## config.mk

```make
export PLATFORM = sky130hd
export DESIGN_NAME = battery_charge_supervisor
export DESIGN_NICKNAME = d
export VERILOG_FILES = /design/src/hdl/bcs_pkg.sv /design/src/hdl/bcs_zone.sv /design/src/hdl/bcs_timer.sv /design/src/hdl/bcs_limits.sv /design/src/hdl/battery_charge_supervisor.sv
export SDC_FILE = /design/constraint.sdc
export NUM_CORES = 1
export LEC_CHECK = 0
export BUFFER_PORTS_ARGS = -buffer_cell sky130_fd_sc_hd__buf_2
export CORE_MARGIN = 2
export CORE_UTILIZATION = 45
export DETAILED_ROUTE_END_ITERATION = 12
export SYNTH_ARGS = -nofsm -noshare
export SYNTH_HDL_FRONTEND = slang
export SYNTH_SLANG_ARGS = --single-unit
```

## constraint.sdc

```tcl
create_clock -name aclk -period 12.3 [get_ports aclk]
set_input_delay 0.615 -clock aclk [delete_from_list [all_inputs] [get_ports aclk]]
set_output_delay 0.615 -clock aclk [all_outputs]
set_load 0.01 [all_outputs]
```

## src/hdl/bcs_pkg.sv

```systemverilog
// Shared types and constants for the battery charge supervisor.
package bcs_pkg;

    localparam int CNT_W   = 24;
    localparam int VOLT_W  = 23;
    localparam int CUR_W   = 18;
    localparam int HYST_W  = 4;
    localparam int ELAP_W  = 16;
    localparam int TEMP_W  = 8;
    localparam int ZONE_W  = 3;
    localparam int OP_W    = 2;
    localparam int CIDX_W  = 3;
    localparam int CDATA_W = 24;
    localparam int SEL_W   = 2;

    typedef enum logic [1:0] {
        PH_GENERAL = 2'd0,
        PH_MAINT1  = 2'd1,
        PH_MAINT2  = 2'd2,
        PH_TIMEOUT = 2'd3
    } phase_t;

    localparam logic [OP_W-1:0] OP_TICK   = 2'd0;
    localparam logic [OP_W-1:0] OP_DONE   = 2'd1;
    localparam logic [OP_W-1:0] OP_UNPLUG = 2'd2;

    localparam logic [ZONE_W-1:0] ZONE_FREEZE = 3'd0;
    localparam logic [ZONE_W-1:0] ZONE_COLD   = 3'd1;
    localparam logic [ZONE_W-1:0] ZONE_NORMAL = 3'd2;
    localparam logic [ZONE_W-1:0] ZONE_WARM   = 3'd3;
    localparam logic [ZONE_W-1:0] ZONE_HOT    = 3'd4;

    localparam logic [SEL_W-1:0] RESUME_NONE   = 2'd0;
    localparam logic [SEL_W-1:0] RESUME_NORMAL = 2'd1;
    localparam logic [SEL_W-1:0] RESUME_MAINT  = 2'd2;

    localparam logic [CIDX_W-1:0] CFG_SAFETY_AC   = 3'd0;
    localparam logic [CIDX_W-1:0] CFG_SAFETY_USB  = 3'd1;
    localparam logic [CIDX_W-1:0] CFG_MAINT_FIRST = 3'd2;
    localparam logic [CIDX_W-1:0] CFG_MAINT_SEC   = 3'd3;
    localparam logic [CIDX_W-1:0] CFG_HYST        = 3'd4;
    localparam logic [CIDX_W-1:0] CFG_CALL_VOLT   = 3'd5;
    localparam logic [CIDX_W-1:0] CFG_MAINT1_VOLT = 3'd6;
    localparam logic [CIDX_W-1:0] CFG_MAINT2_VOLT = 3'd7;

    localparam logic [VOLT_W-1:0] VOLT_MAX = 23'd4350000;

    typedef struct packed {
        logic [CNT_W-1:0]  safety_limit_ac;
        logic [CNT_W-1:0]  safety_limit_usb;
        logic [CNT_W-1:0]  maint_first_limit;
        logic [CNT_W-1:0]  maint_second_limit;
        logic [HYST_W-1:0] temp_hysteresis;
        logic [VOLT_W-1:0] call_voltage;
        logic [VOLT_W-1:0] maint_first_voltage;
        logic [VOLT_W-1:0] maint_second_voltage;
    } cfg_t;

    typedef struct packed {
        phase_t           phase;
        logic [CNT_W-1:0] safety_count;
        logic [CNT_W-1:0] maint_count;
        logic             resume_is_maint;
    } chg_state_t;

endpackage

```

## src/hdl/bcs_zone.sv

```systemverilog
// Temperature zone classifier with hysteresis and multi-zone stepping.
module bcs_zone import bcs_pkg::*; (
    input  logic [OP_W-1:0]          opcode,
    input  phase_t                   phase,
    input  logic signed [TEMP_W-1:0] battery_temp,
    input  logic [HYST_W-1:0]        hyst,
    input  logic [ZONE_W-1:0]        zone_cur,
    output logic [ZONE_W-1:0]        zone_next
);

    function automatic logic signed [9:0] upper_bound(
        input logic [ZONE_W-1:0] z, input logic [HYST_W-1:0] h);
        logic signed [9:0] hx;
        hx = $signed({6'b0, h});
        case (z)
            ZONE_FREEZE: upper_bound = hx;
            ZONE_COLD:   upper_bound = 10'sd10 + hx;
            ZONE_NORMAL: upper_bound = 10'sd45;
            ZONE_WARM:   upper_bound = 10'sd60;
            default:     upper_bound = 10'sd255;
        endcase
    endfunction

    function automatic logic signed [9:0] lower_bound(
        input logic [ZONE_W-1:0] z, input logic [HYST_W-1:0] h);
        logic signed [9:0] hx;
        hx = $signed({6'b0, h});
        case (z)
            ZONE_FREEZE: lower_bound = -10'sd255;
            ZONE_COLD:   lower_bound = 10'sd0;
            ZONE_NORMAL: lower_bound = 10'sd10;
            ZONE_WARM:   lower_bound = 10'sd45 - hx;
            default:     lower_bound = 10'sd60 - hx;
        endcase
    endfunction

    logic signed [9:0]   t;
    logic [ZONE_W-1:0]   z;
    logic                done;

    assign t = {{2{battery_temp[TEMP_W-1]}}, battery_temp};

    always_comb begin
        z    = zone_cur;
        done = 1'b0;
        // climb or descend at most four zones, stop at the first one that holds t
        if (t > upper_bound(zone_cur, hyst)) begin
            for (int i = 0; i < 4; i++) begin
                if (!done && z < ZONE_HOT) begin
                    z = z + 3'd1;
                    if (upper_bound(z, hyst) > t) done = 1'b1;
                end
            end
        end else if (t < lower_bound(zone_cur, hyst)) begin
            for (int i = 0; i < 4; i++) begin
                if (!done && z > ZONE_FREEZE) begin
                    z = z - 3'd1;
                    if (lower_bound(z, hyst) < t) done = 1'b1;
                end
            end
        end
    end

    always_comb begin
        zone_next = zone_cur;
        case (opcode)
            OP_TICK: begin
                if (phase != PH_TIMEOUT) zone_next = z;
            end
            OP_UNPLUG: zone_next = ZONE_NORMAL;
            default: zone_next = zone_cur;
        endcase
    end

endmodule

```

## src/hdl/bcs_timer.sv

```systemverilog
// Charge phase sequencing with safety and maintenance timers.
module bcs_timer import bcs_pkg::*; (
    input  logic [OP_W-1:0]   opcode,
    input  logic [ELAP_W-1:0] elapsed_s,
    input  logic              charger_is_ac,
    input  logic              in_call,
    input  cfg_t              cfg,
    input  chg_state_t        st_cur,
    output chg_state_t        st_next
);

    logic [CNT_W:0]   sc_sum;
    logic [CNT_W:0]   mc_sum;
    logic [CNT_W-1:0] sc_sat;
    logic [CNT_W-1:0] mc_sat;
    logic [CNT_W-1:0] safety_lim;

    assign safety_lim = charger_is_ac ? cfg.safety_limit_ac : cfg.safety_limit_usb;
    assign sc_sum = {1'b0, st_cur.safety_count} + {{(CNT_W+1-ELAP_W){1'b0}}, elapsed_s};
    assign mc_sum = {1'b0, st_cur.maint_count} + {{(CNT_W+1-ELAP_W){1'b0}}, elapsed_s};
    // saturate at all ones
    assign sc_sat = sc_sum[CNT_W] ? {CNT_W{1'b1}} : sc_sum[CNT_W-1:0];
    assign mc_sat = mc_sum[CNT_W] ? {CNT_W{1'b1}} : mc_sum[CNT_W-1:0];

    always_comb begin
        st_next = st_cur;
        case (opcode)
            OP_TICK: begin
                if (st_cur.phase == PH_GENERAL && !in_call) begin
                    st_next.safety_count = sc_sat;
                    if (sc_sat >= safety_lim) st_next.phase = PH_TIMEOUT;
                end else if (st_cur.phase == PH_MAINT1) begin
                    st_next.maint_count = mc_sat;
                    if (mc_sat >= cfg.maint_first_limit) begin
                        st_next.phase           = PH_MAINT2;
                        st_next.resume_is_maint = 1'b1;
                    end
                end else if (st_cur.phase == PH_MAINT2) begin
                    if (mc_sat >= cfg.maint_second_limit) begin
                        st_next.maint_count     = '0;
                        st_next.phase           = PH_MAINT1;
                        st_next.resume_is_maint = 1'b1;
                    end else begin
                        st_next.maint_count = mc_sat;
                    end
                end
            end
            OP_DONE: begin
                if (st_cur.phase == PH_GENERAL) begin
                    st_next.phase           = PH_MAINT1;
                    st_next.safety_count    = '0;
                    st_next.maint_count     = '0;
                    st_next.resume_is_maint = 1'b1;
                end
            end
            OP_UNPLUG: begin
                st_next.phase           = PH_GENERAL;
                st_next.safety_count    = '0;
                st_next.maint_count     = '0;
                st_next.resume_is_maint = 1'b0;
            end
            default: st_next = st_cur;
        endcase
    end

endmodule

```

## src/hdl/bcs_limits.sv

```systemverilog
// Current and voltage limit selection from zone, charger and phase.
module bcs_limits import bcs_pkg::*; (
    input  phase_t             phase,
    input  logic               resume_is_maint,
    input  logic [ZONE_W-1:0]  zone,
    input  logic               charger_is_ac,
    input  logic               in_call,
    input  logic               usb_boost,
    input  cfg_t               cfg,
    output logic [CUR_W-1:0]   current_limit,
    output logic [VOLT_W-1:0]  voltage_limit,
    output logic [1:0]         charge_state,
    output logic [ZONE_W-1:0]  temp_zone,
    output logic [SEL_W-1:0]   resume_delta_sel
);

    function automatic logic [VOLT_W-1:0] zone_volt(input logic [ZONE_W-1:0] z);
        case (z)
            ZONE_COLD:   zone_volt = 23'd4200000;
            ZONE_NORMAL: zone_volt = 23'd4350000;
            ZONE_WARM:   zone_volt = 23'd4200000;
            default:     zone_volt = '0;
        endcase
    endfunction

    function automatic logic [CUR_W-1:0] zone_cur(
        input logic [ZONE_W-1:0] z, input logic ac, input logic boost);
        zone_cur = '0;
        case (z)
            ZONE_COLD:   zone_cur = ac ? 18'd80000  : (boost ? 18'd120000 : 18'd50000);
            ZONE_NORMAL: zone_cur = ac ? 18'd150000 : (boost ? 18'd120000 : 18'd50000);
            ZONE_WARM:   zone_cur = ac ? 18'd80000  : (boost ? 18'd100000 : 18'd50000);
            default:     zone_cur = '0;
        endcase
    endfunction

    logic [ZONE_W-1:0] z;
    logic [VOLT_W-1:0] zv;
    logic [VOLT_W-1:0] req_volt;

    assign z  = (zone > ZONE_HOT) ? ZONE_HOT : zone;
    assign zv = zone_volt(z);

    always_comb begin
        if (in_call)                req_volt = cfg.call_voltage;
        else if (phase == PH_MAINT1) req_volt = cfg.maint_first_voltage;
        else if (phase == PH_MAINT2) req_volt = cfg.maint_second_voltage;
        else                        req_volt = '0;
    end

    always_comb begin
        if (phase == PH_TIMEOUT) begin
            current_limit = '0;
            voltage_limit = '0;
        end else begin
            current_limit = zone_cur(z, charger_is_ac, usb_boost);
            // zone ceiling wins when nothing is requested or the request is higher
            voltage_limit = (req_volt == '0 || req_volt > zv) ? zv : req_volt;
        end
    end

    assign charge_state     = phase;
    assign temp_zone        = z;
    assign resume_delta_sel = in_call ? RESUME_NONE :
                              (resume_is_maint ? RESUME_MAINT : RESUME_NORMAL);

endmodule

```

## src/hdl/battery_charge_supervisor.sv

```systemverilog
// Top level of the battery charge supervisor: registers, handshakes, config.
//
//  channel | ports                               | direction
//  --------+-------------------------------------+----------
//  input   | s_valid/s_ready + s_* event fields  | in
//  result  | m_valid/m_ready + m_* limit fields  | out
//  config  | cfg_valid/cfg_ready, cfg_index/data | in
//
// One item per clock sustained while results are taken; an accepted item is
// held in the input register while the zone, timer and limit logic settle
// into the result register.
// Reset is synchronous on aresetn low: state returns to general/normal zone
// and all configuration registers return to their defaults.
// A stalled result holds; the input register still takes one more item,
// after which s_ready drops until the result is taken. cfg_ready is always high.
module battery_charge_supervisor import bcs_pkg::*; (
    input  logic                     aclk,
    input  logic                     aresetn,

    input  logic                     s_valid,
    output logic                     s_ready,
    input  logic [OP_W-1:0]          s_opcode,
    input  logic [ELAP_W-1:0]        s_elapsed_s,
    input  logic signed [TEMP_W-1:0] s_battery_temp,
    input  logic                     s_charger_is_ac,
    input  logic                     s_in_call,
    input  logic                     s_usb_boost,

    output logic                     m_valid,
    input  logic                     m_ready,
    output logic [CUR_W-1:0]         m_current_limit,
    output logic [VOLT_W-1:0]        m_voltage_limit,
    output logic [1:0]               m_charge_state,
    output logic [ZONE_W-1:0]        m_temp_zone,
    output logic [SEL_W-1:0]         m_resume_delta_sel,

    input  logic                     cfg_valid,
    output logic                     cfg_ready,
    input  logic [CIDX_W-1:0]        cfg_index,
    input  logic [CDATA_W-1:0]       cfg_data
);

    cfg_t                     cfg_reg;
    logic                     in_valid_reg;
    logic [OP_W-1:0]          in_opcode_reg;
    logic [ELAP_W-1:0]        in_elapsed_reg;
    logic signed [TEMP_W-1:0] in_temp_reg;
    logic                     in_ac_reg;
    logic                     in_call_reg;
    logic                     in_boost_reg;

    chg_state_t               st_reg;
    chg_state_t               st_next;
    logic [ZONE_W-1:0]        zone_reg;
    logic [ZONE_W-1:0]        zone_next;

    logic                     out_valid_reg;
    logic [CUR_W-1:0]         out_cur_reg;
    logic [VOLT_W-1:0]        out_volt_reg;
    logic [1:0]               out_state_reg;
    logic [ZONE_W-1:0]        out_zone_reg;
    logic [SEL_W-1:0]         out_sel_reg;

    logic [CUR_W-1:0]         cur_next;
    logic [VOLT_W-1:0]        volt_next;
    logic [1:0]               state_next;
    logic [ZONE_W-1:0]        tzone_next;
    logic [SEL_W-1:0]         sel_next;

    logic                     advance;
    logic                     in_take;

    assign advance   = in_valid_reg && (!out_valid_reg || m_ready);
    assign s_ready   = !in_valid_reg || advance;
    assign in_take   = s_valid && s_ready;
    assign cfg_ready = 1'b1;

    bcs_zone u_zone (
        .opcode       (in_opcode_reg),
        .phase        (st_reg.phase),
        .battery_temp (in_temp_reg),
        .hyst         (cfg_reg.temp_hysteresis),
        .zone_cur     (zone_reg),
        .zone_next    (zone_next)
    );

    bcs_timer u_timer (
        .opcode        (in_opcode_reg),
        .elapsed_s     (in_elapsed_reg),
        .charger_is_ac (in_ac_reg),
        .in_call       (in_call_reg),
        .cfg           (cfg_reg),
        .st_cur        (st_reg),
        .st_next       (st_next)
    );

    bcs_limits u_limits (
        .phase            (st_next.phase),
        .resume_is_maint  (st_next.resume_is_maint),
        .zone             (zone_next),
        .charger_is_ac    (in_ac_reg),
        .in_call          (in_call_reg),
        .usb_boost        (in_boost_reg),
        .cfg              (cfg_reg),
        .current_limit    (cur_next),
        .voltage_limit    (volt_next),
        .charge_state     (state_next),
        .temp_zone        (tzone_next),
        .resume_delta_sel (sel_next)
    );

    // configuration registers
    always_ff @(posedge aclk) begin
        if (!aresetn) begin
            cfg_reg.safety_limit_ac      <= 24'd36000;
            cfg_reg.safety_limit_usb     <= 24'd72000;
            cfg_reg.maint_first_limit    <= 24'd216000;
            cfg_reg.maint_second_limit   <= 24'd936000;
            cfg_reg.temp_hysteresis      <= 4'd3;
            cfg_reg.call_voltage         <= 23'd4200000;
            cfg_reg.maint_first_voltage  <= 23'd4200000;
            cfg_reg.maint_second_voltage <= 23'd4100000;
        end else if (cfg_valid) begin
            case (cfg_index)
                CFG_SAFETY_AC:   cfg_reg.safety_limit_ac      <= cfg_data;
                CFG_SAFETY_USB:  cfg_reg.safety_limit_usb     <= cfg_data;
                CFG_MAINT_FIRST: cfg_reg.maint_first_limit    <= cfg_data;
                CFG_MAINT_SEC:   cfg_reg.maint_second_limit   <= cfg_data;
                CFG_HYST:        cfg_reg.temp_hysteresis      <= cfg_data[HYST_W-1:0];
                CFG_CALL_VOLT:   cfg_reg.call_voltage         <= cfg_data[VOLT_W-1:0];
                CFG_MAINT1_VOLT: cfg_reg.maint_first_voltage  <= cfg_data[VOLT_W-1:0];
                CFG_MAINT2_VOLT: cfg_reg.maint_second_voltage <= cfg_data[VOLT_W-1:0];
                default: ;
            endcase
        end
    end

    // input register
    always_ff @(posedge aclk) begin
        if (!aresetn) begin
            in_valid_reg <= 1'b0;
        end else if (in_take) begin
            in_valid_reg <= 1'b1;
        end else if (advance) begin
            in_valid_reg <= 1'b0;
        end
    end

    always_ff @(posedge aclk) begin
        if (in_take) begin
            in_opcode_reg  <= s_opcode;
            in_elapsed_reg <= s_elapsed_s;
            in_temp_reg    <= s_battery_temp;
            in_ac_reg      <= s_charger_is_ac;
            in_call_reg    <= s_in_call;
            in_boost_reg   <= s_usb_boost;
        end
    end

    // supervisor state advances once per item
    always_ff @(posedge aclk) begin
        if (!aresetn) begin
            st_reg.phase           <= PH_GENERAL;
            st_reg.safety_count    <= '0;
            st_reg.maint_count     <= '0;
            st_reg.resume_is_maint <= 1'b0;
            zone_reg               <= ZONE_NORMAL;
        end else if (advance) begin
            st_reg   <= st_next;
            zone_reg <= zone_next;
        end
    end

    // result register
    always_ff @(posedge aclk) begin
        if (!aresetn) begin
            out_valid_reg <= 1'b0;
        end else if (advance) begin
            out_valid_reg <= 1'b1;
        end else if (m_ready) begin
            out_valid_reg <= 1'b0;
        end
    end

    always_ff @(posedge aclk) begin
        if (advance) begin
            out_cur_reg   <= cur_next;
            out_volt_reg  <= volt_next;
            out_state_reg <= state_next;
            out_zone_reg  <= tzone_next;
            out_sel_reg   <= sel_next;
        end
    end

    assign m_valid            = out_valid_reg;
    assign m_current_limit    = out_cur_reg;
    assign m_voltage_limit    = out_volt_reg;
    assign m_charge_state     = out_state_reg;
    assign m_temp_zone        = out_zone_reg;
    assign m_resume_delta_sel = out_sel_reg;

endmodule

```

== Word-level counts from Yosys, hierarchy flattened ==
Cells that the tools add are included.
Storage, ports and cells
  register bits: 302
  input bits: 61
  output and inout port bits: 51
Operators by class
  add/subtract/negate cells: 13
  $lt $le $gt $ge: 21
  equal/unequal tests: 43
  mux-type cells: 101
  reductions and logical operators: 46
Operator list (count)
  $pmux W10 S4: 8
  $mux W10: 16
  $pmux W51 S3: 1
  $mux W24: 5
  $mux W23: 4
  $mux W25: 3
  $ge A24 B24 Y1: 3
  $mux W3: 21
  $eq A3 B2 Y1 const B: 18
  $mux W18: 3
  $pmux W18 S3: 1
  $mux W51: 1
  $add A24 B16 Y25: 2
  $pmux W23 S2: 1
  $mux W17: 2
  $gt A10 B8 Y1: 3
  $lt A10 B8 Y1: 3
  $eq A3 B1 Y1 const B: 9
  $mux W1: 27
  $logic_not A3 Y1: 8
  $gt A23 B23 Y1: 1
  $logic_not A23 Y1: 1
  $reduce_and A2 Y1: 8
  $mux W2: 7
  25 further kinds: 68

== Depth between registers and ports, before layout ==
  word-level depth: 47
  depth in mapped cells: 45
  depth with buffers taken out: 43

== By module ==
Synthesis repeated with hierarchy kept, for this count alone.
Second synthesis, totals
  cells, all modules: 2304
  area, all modules: 19835.3 um2
Modules (own cells, without submodules)
  battery_charge_supervisor: times used 1, cells an instance 944, area each 10183.5 um2, sequential area each 6816.5 um2
  bcs_timer: times used 1, cells an instance 689, area each 4833.4 um2, sequential area each 0.0 um2
  bcs_zone: times used 1, cells an instance 456, area each 3350.7 um2, sequential area each 0.0 um2
  bcs_limits: times used 1, cells an instance 215, area each 1467.7 um2, sequential area each 0.0 um2

== Worst setup path after synthesis ==
Ideal clock, no wire load.
  path type: reg-to-reg
  start: register zone_reg[2]
  end: register out_volt_reg[11], in the netlist m_voltage_limit[11] (data pin)
  library setup time: 269 ps
  arrival: 8544 ps
  slack: 3487 ps
  stages on the path, launching flop included: 42
  clock period less this slack: 8813 ps
  path through: dfxtp_1 clkbuf_1 clkbuf_1 inv_1 ha_1 nor4_1 o21ai_0 ha_1 o21a_1 o21ai_0 a21o_1 a211oi_1 nor2_1 nand2_1 and2_1 inv_1 ha_1 xor2_1 (+6 left out) a21oi_1 nor2b_1 o211a_1 o31a_1 a21boi_0 a311o_1 nor3_2 inv_1 ha_1 nor2b_1 o21ai_0 and3_1 a22o_1 a2111o_1 a32o_2 nand2_4 buf_6 nor2_1
Between the ends
  word-level cells in the longest chain between the ends: 42
  elaborated cells between the ends (all ways): 140
Ends and longest elaborated chain
  start: declaration: line battery_charge_supervisor.sv:54  | logic [ZONE_W-1:0] zone_reg;
  start signal: assignment: line battery_charge_supervisor.sv:170  | zone_reg <= zone_next;
  $sub A3 B1 Y3: line bcs_zone.sv:57  | z = z - 3'd1;
  $eq A3 B2 Y1 (tied with other cells): line bcs_zone.sv:28  | case (z)
  $pmux W10 S4: line bcs_zone.sv:28
  $mux W10: line bcs_zone.sv:56  | if (!done && z > ZONE_FREEZE) begin
  $mux W10: line bcs_zone.sv:54  | end else if (t < lower_bound(zone_cur, hyst)) begin
  $mux W10: line bcs_zone.sv:47  | if (t > upper_bound(zone_cur, hyst)) begin
  $lt A10 B8 Y1: line bcs_zone.sv:58  | if (lower_bound(z, hyst) < t) done = 1'b1;
  $mux W1: line bcs_zone.sv:58
  (+27 left out)
  $mux W3 (*): line bcs_limits.sv:41  | assign z = (zone > ZONE_HOT) ? ZONE_HOT : zone;
  net tzone_next[2]: line battery_charge_supervisor.sv:67  | logic [ZONE_W-1:0] tzone_next;
  $eq A3 B1 Y1 / $eq A3 B2 Y1 (equally long branches): line bcs_limits.sv:18  | case (z)
  $reduce_or A2 Y1 (no line)
  $pmux W23 S2 (*): line bcs_limits.sv:18
  $gt A23 B23 Y1 (*): line bcs_limits.sv:58  | voltage_limit = (req_volt == '0 || req_volt > zv) ? zv : req_volt;
  $logic_or A1 B1 Y1 (*): line bcs_limits.sv:58
  $mux W23 (*): line bcs_limits.sv:58
  end signal: assignment: line battery_charge_supervisor.sv:188  | out_volt_reg <= volt_next;
  end: declaration: line battery_charge_supervisor.sv:59  | logic [VOLT_W-1:0] out_volt_reg;
The timed path passes the listed nets; every way through them passes the cells marked *. The select of a mux whose other input is x is not followed.
A chain may end at the register's enable or synchronous reset.

== Worst setup path in the final report ==
  start: register zone_reg[0]
  end: register out_volt_reg[13], in the netlist m_voltage_limit[13] (data pin)
Between the ends
  word-level cells in the longest chain between the ends: 42
  elaborated cells between the ends (all ways): 140
Ends and longest elaborated chain (line)
  $sub A3 B1 Y3: bcs_zone.sv:57
  $eq A3 B2 Y1 (tied with other cells): bcs_zone.sv:28
  $pmux W10 S4: bcs_zone.sv:28
  $mux W10: bcs_zone.sv:56
  $mux W10: bcs_zone.sv:54
  $mux W10: bcs_zone.sv:47
  $lt A10 B8 Y1: bcs_zone.sv:58
  $mux W1: bcs_zone.sv:58
  (+27 left out)
  $mux W3 (*): bcs_limits.sv:41
  net tzone_next[2]: battery_charge_supervisor.sv:67
  $eq A3 B1 Y1 / $eq A3 B2 Y1 (equally long branches): bcs_limits.sv:18
  $reduce_or A2 Y1 (no line)
  $pmux W23 S2 (*): bcs_limits.sv:18
  $gt A23 B23 Y1: bcs_limits.sv:58
  $logic_or A1 B1 Y1: bcs_limits.sv:58
  $mux W23 (*): bcs_limits.sv:58
Marked as above.

==> run metrics <==
worst hold path class primary input to register; final design utilization 0.506; Switching Fraction 0.311; Ys Warns 0; num ports ~110; pre-CTS WS 2.04 ns; Synth Area in Adders 0.142; fill count just under 4,000; cts repair resizes 0; Leak ~8.5 nW; cell count after synthesis about 2,200; die area ~43,000 sq um; Initial Utilization 0.455; Worst Tran Pin Value around 1.2 ns; number of max-cap violations 0; routing usage on met3 0.0327; drt drc 0; Mean Syn Cell Area 8.24 sq um; antenna viol nets, final 0; maximum vdd drop roughly 150 uV; remaining global-route overflow 0; DP Area a little under 20,000 sq um; GP Congestion around 0.92; Worst EP required roughly 13 ns; XOR/XNOR Fraction of Synth Area 0.0161; Post-CTS Setup Bufs 0; post-synthesis cell area about 18,000 sq um; post-DR wirelength/cell about 19 um; gr usage total 0.259; simple logic cell fraction of the synthesized area 0.202; most frequent cells in the layout 435 x nand2_1, 225 x dfxtp_1, 207 x ha_1, 201 x a21oi_1, 126 x inv_1; initial antenna violation count 0; status finished clean; ANT cells 0; Final Setup Violations 0; worst setup margin between 1.5 and 2 ns; Final Hold Viols 0; unrepaired setup endpoints after global routing no; fin. max-slew vios 0; first-pass GRT wire length 86.5 mm; GRT Max-Usage Layer met2; clk root buf clkbuf_16; Core ar. ~41,000 sq um; Top FF cell, synth dfxtp_1; PortBufs between 100 and 150; Max Buffers Root-to-Sink 3; Int Pwr ~1.9 mW; Clock Latency Late Sink 0.55 ns; Reg power frac 0.384; CP max-delay cell nor4_1; Tot Pwr 2.77 mW; Seq/Total Area, Yosys 0.359; Die Ht 207 um; max reg flops approximately 170; met1 Usage GRT 0.346; met2 Use GR 0.435; final worst-path cycle share 0.849; die span in x slightly above 200 um; multi-input combinational cell area ~11,000 sq um; Psw between 0.8 and 0.9 mW; DRT iter0 DRCs ~1,400; via count around 16,000; setup_tns 0 ns; kind of critical path register to register; commonest non-fill, non-tap cell in the layout nand2_1; share of cells above drive strength 1 0.0984; Final Critical Period ~10 ns; Detail Placement HPWL around 40 mm; startpoint types register; mux share of post-synthesis cell area 0.0210; achievable frequency 95.7 MHz; pin count of the biggest net entering global routing 87; Clock Sinks 296; Clock power frac 0.379; worst-path fanout max 16; PD cells approximately 130 nW/um^2; Pre-antenna DRT Iters 5; Slew HR 0.203; most frequent CP cell ha_1; H-tree lvl count 2; CTS Buf Count 36; synth unique cells 88; Area growth syn-to-layout 11.2%; final net count 2,572; total wire length around 55 mm; Compound-Gate Fraction of Synth Area 0.207; post-synthesis register bit count between 200 and 300; number of enable flip-flop cells after synthesis between 70 and 80; logic gate share of total power 0.238; register area between 6000 and 7000 sq um; vias in the first global route roughly 15,000; Crit. End Element register; worst endpoint data arrival time 10.81 ns; fin area between 20,000 and 25,000 sq um; Row Count 74; Post-CTS Hold Fix Bufs 0; largest family of logic cells by synthesized area compound AO/OA/AOI/OAI gates; ys async rst share 0; clk_skew 0.0217 ns; CTS tree built; via/cell ratio just under 6; Worst-path clk slew approximately 0.06 ns; max incr delay on CP 0.64 ns
power by group through the flow:
| stage | Combinational [mW] | Clock (mW) | Sequential (mW) |
|---|---|---|---|
| floorplan | 0.477 | 0 | 1.08 |
| global placement | 0.632 | 0 | 1.08 |
| finish | 0.658 | 1.05 | 1.06 |
| detailed placement | 0.650 | 0 | 1.08 |
| CTS | 0.654 | 1.07 | 1.06 |
| global route | 0.741 | 1.11 | 1.07 |
worst max-delay path, delay by kind of cell (launching register included):
kind                     cells  cell delay, ns
AND/OR/NAND/NOR             11            2.93
adder cells (fa/ha/maj)      5            1.52
XOR/XNOR                     1            0.20
flip-flops                   1            0.60
buffers and inverters        3            0.60
AO/OA/AOI/OAI               19            4.39
stage by stage:
stage | hold WS, ns | instances
global route | 0.224 | 2859
finish | 0.250 | 2859
detailed placement | 0.442 | 2796
global placement | 0.437 | 2796
floorplan | 0.429 | 2247
CTS | 0.226 | 2859
synth_stat cells (all sizes together) (29+ instances only):
cell type / number / area (sq um)
ha: 207 / 2590
dfxtp: 225 / 4500
a21oi: 202 / 1010
edfxtp: 71 / 2130
clkbuf: 94 / 358
o21ai: 112 / 561
o21a: 29 / 218
mux2i: 32 / 320
inv: 129 / 484
nand2: 436 / 1640
nor3: 37 / 195
nand3: 66 / 330
nor2: 128 / 483
nor2b: 38 / 238
cells by family (layout without fill, tap and decap cells):
group	after synthesis	after routing
fa+ha+maj	209	209
buf+inv	242	322
simple gates	828	828
xor+xnor	34	34
other cells	2	5
flops	296	296
mux	38	38
compound gates	595	595
per-layer routing:
layer | wire length, um | vias up | share of wire
met5 | 0 | - | 0
met1 | 25300 | 7844 | 0.46
met2 | 26100 | 459 | 0.47
li1 | - | 8095 | -
met4 | 1450 | 0 | 0.026
met3 | 2500 | 95 | 0.045
cell type report:
class	count	area share
multi-input cells	1709	0.531
flip-flops and latches	296	0.323
clock buffers	43	0.0461
repair buffers	129	0.0342
well taps	532	0.0324
inverters	130	0.0239
clock inverters	20	0.00986
path summary, 6_finish.rpt:
check,startpoint,end,slack (ns),cells after the start
worst min-delay path,s_elapsed_s[10],in_elapsed_reg[10],0.25,1
worst max register to register,zone_reg[0],m_voltage_limit[13],1.85,39
worst max-delay path,zone_reg[0],m_voltage_limit[13],1.85,39
worst min register to register,cfg_reg[122],cfg_reg[122],0.45,2
No activity file was read; power rests on OpenSTA's default activity.
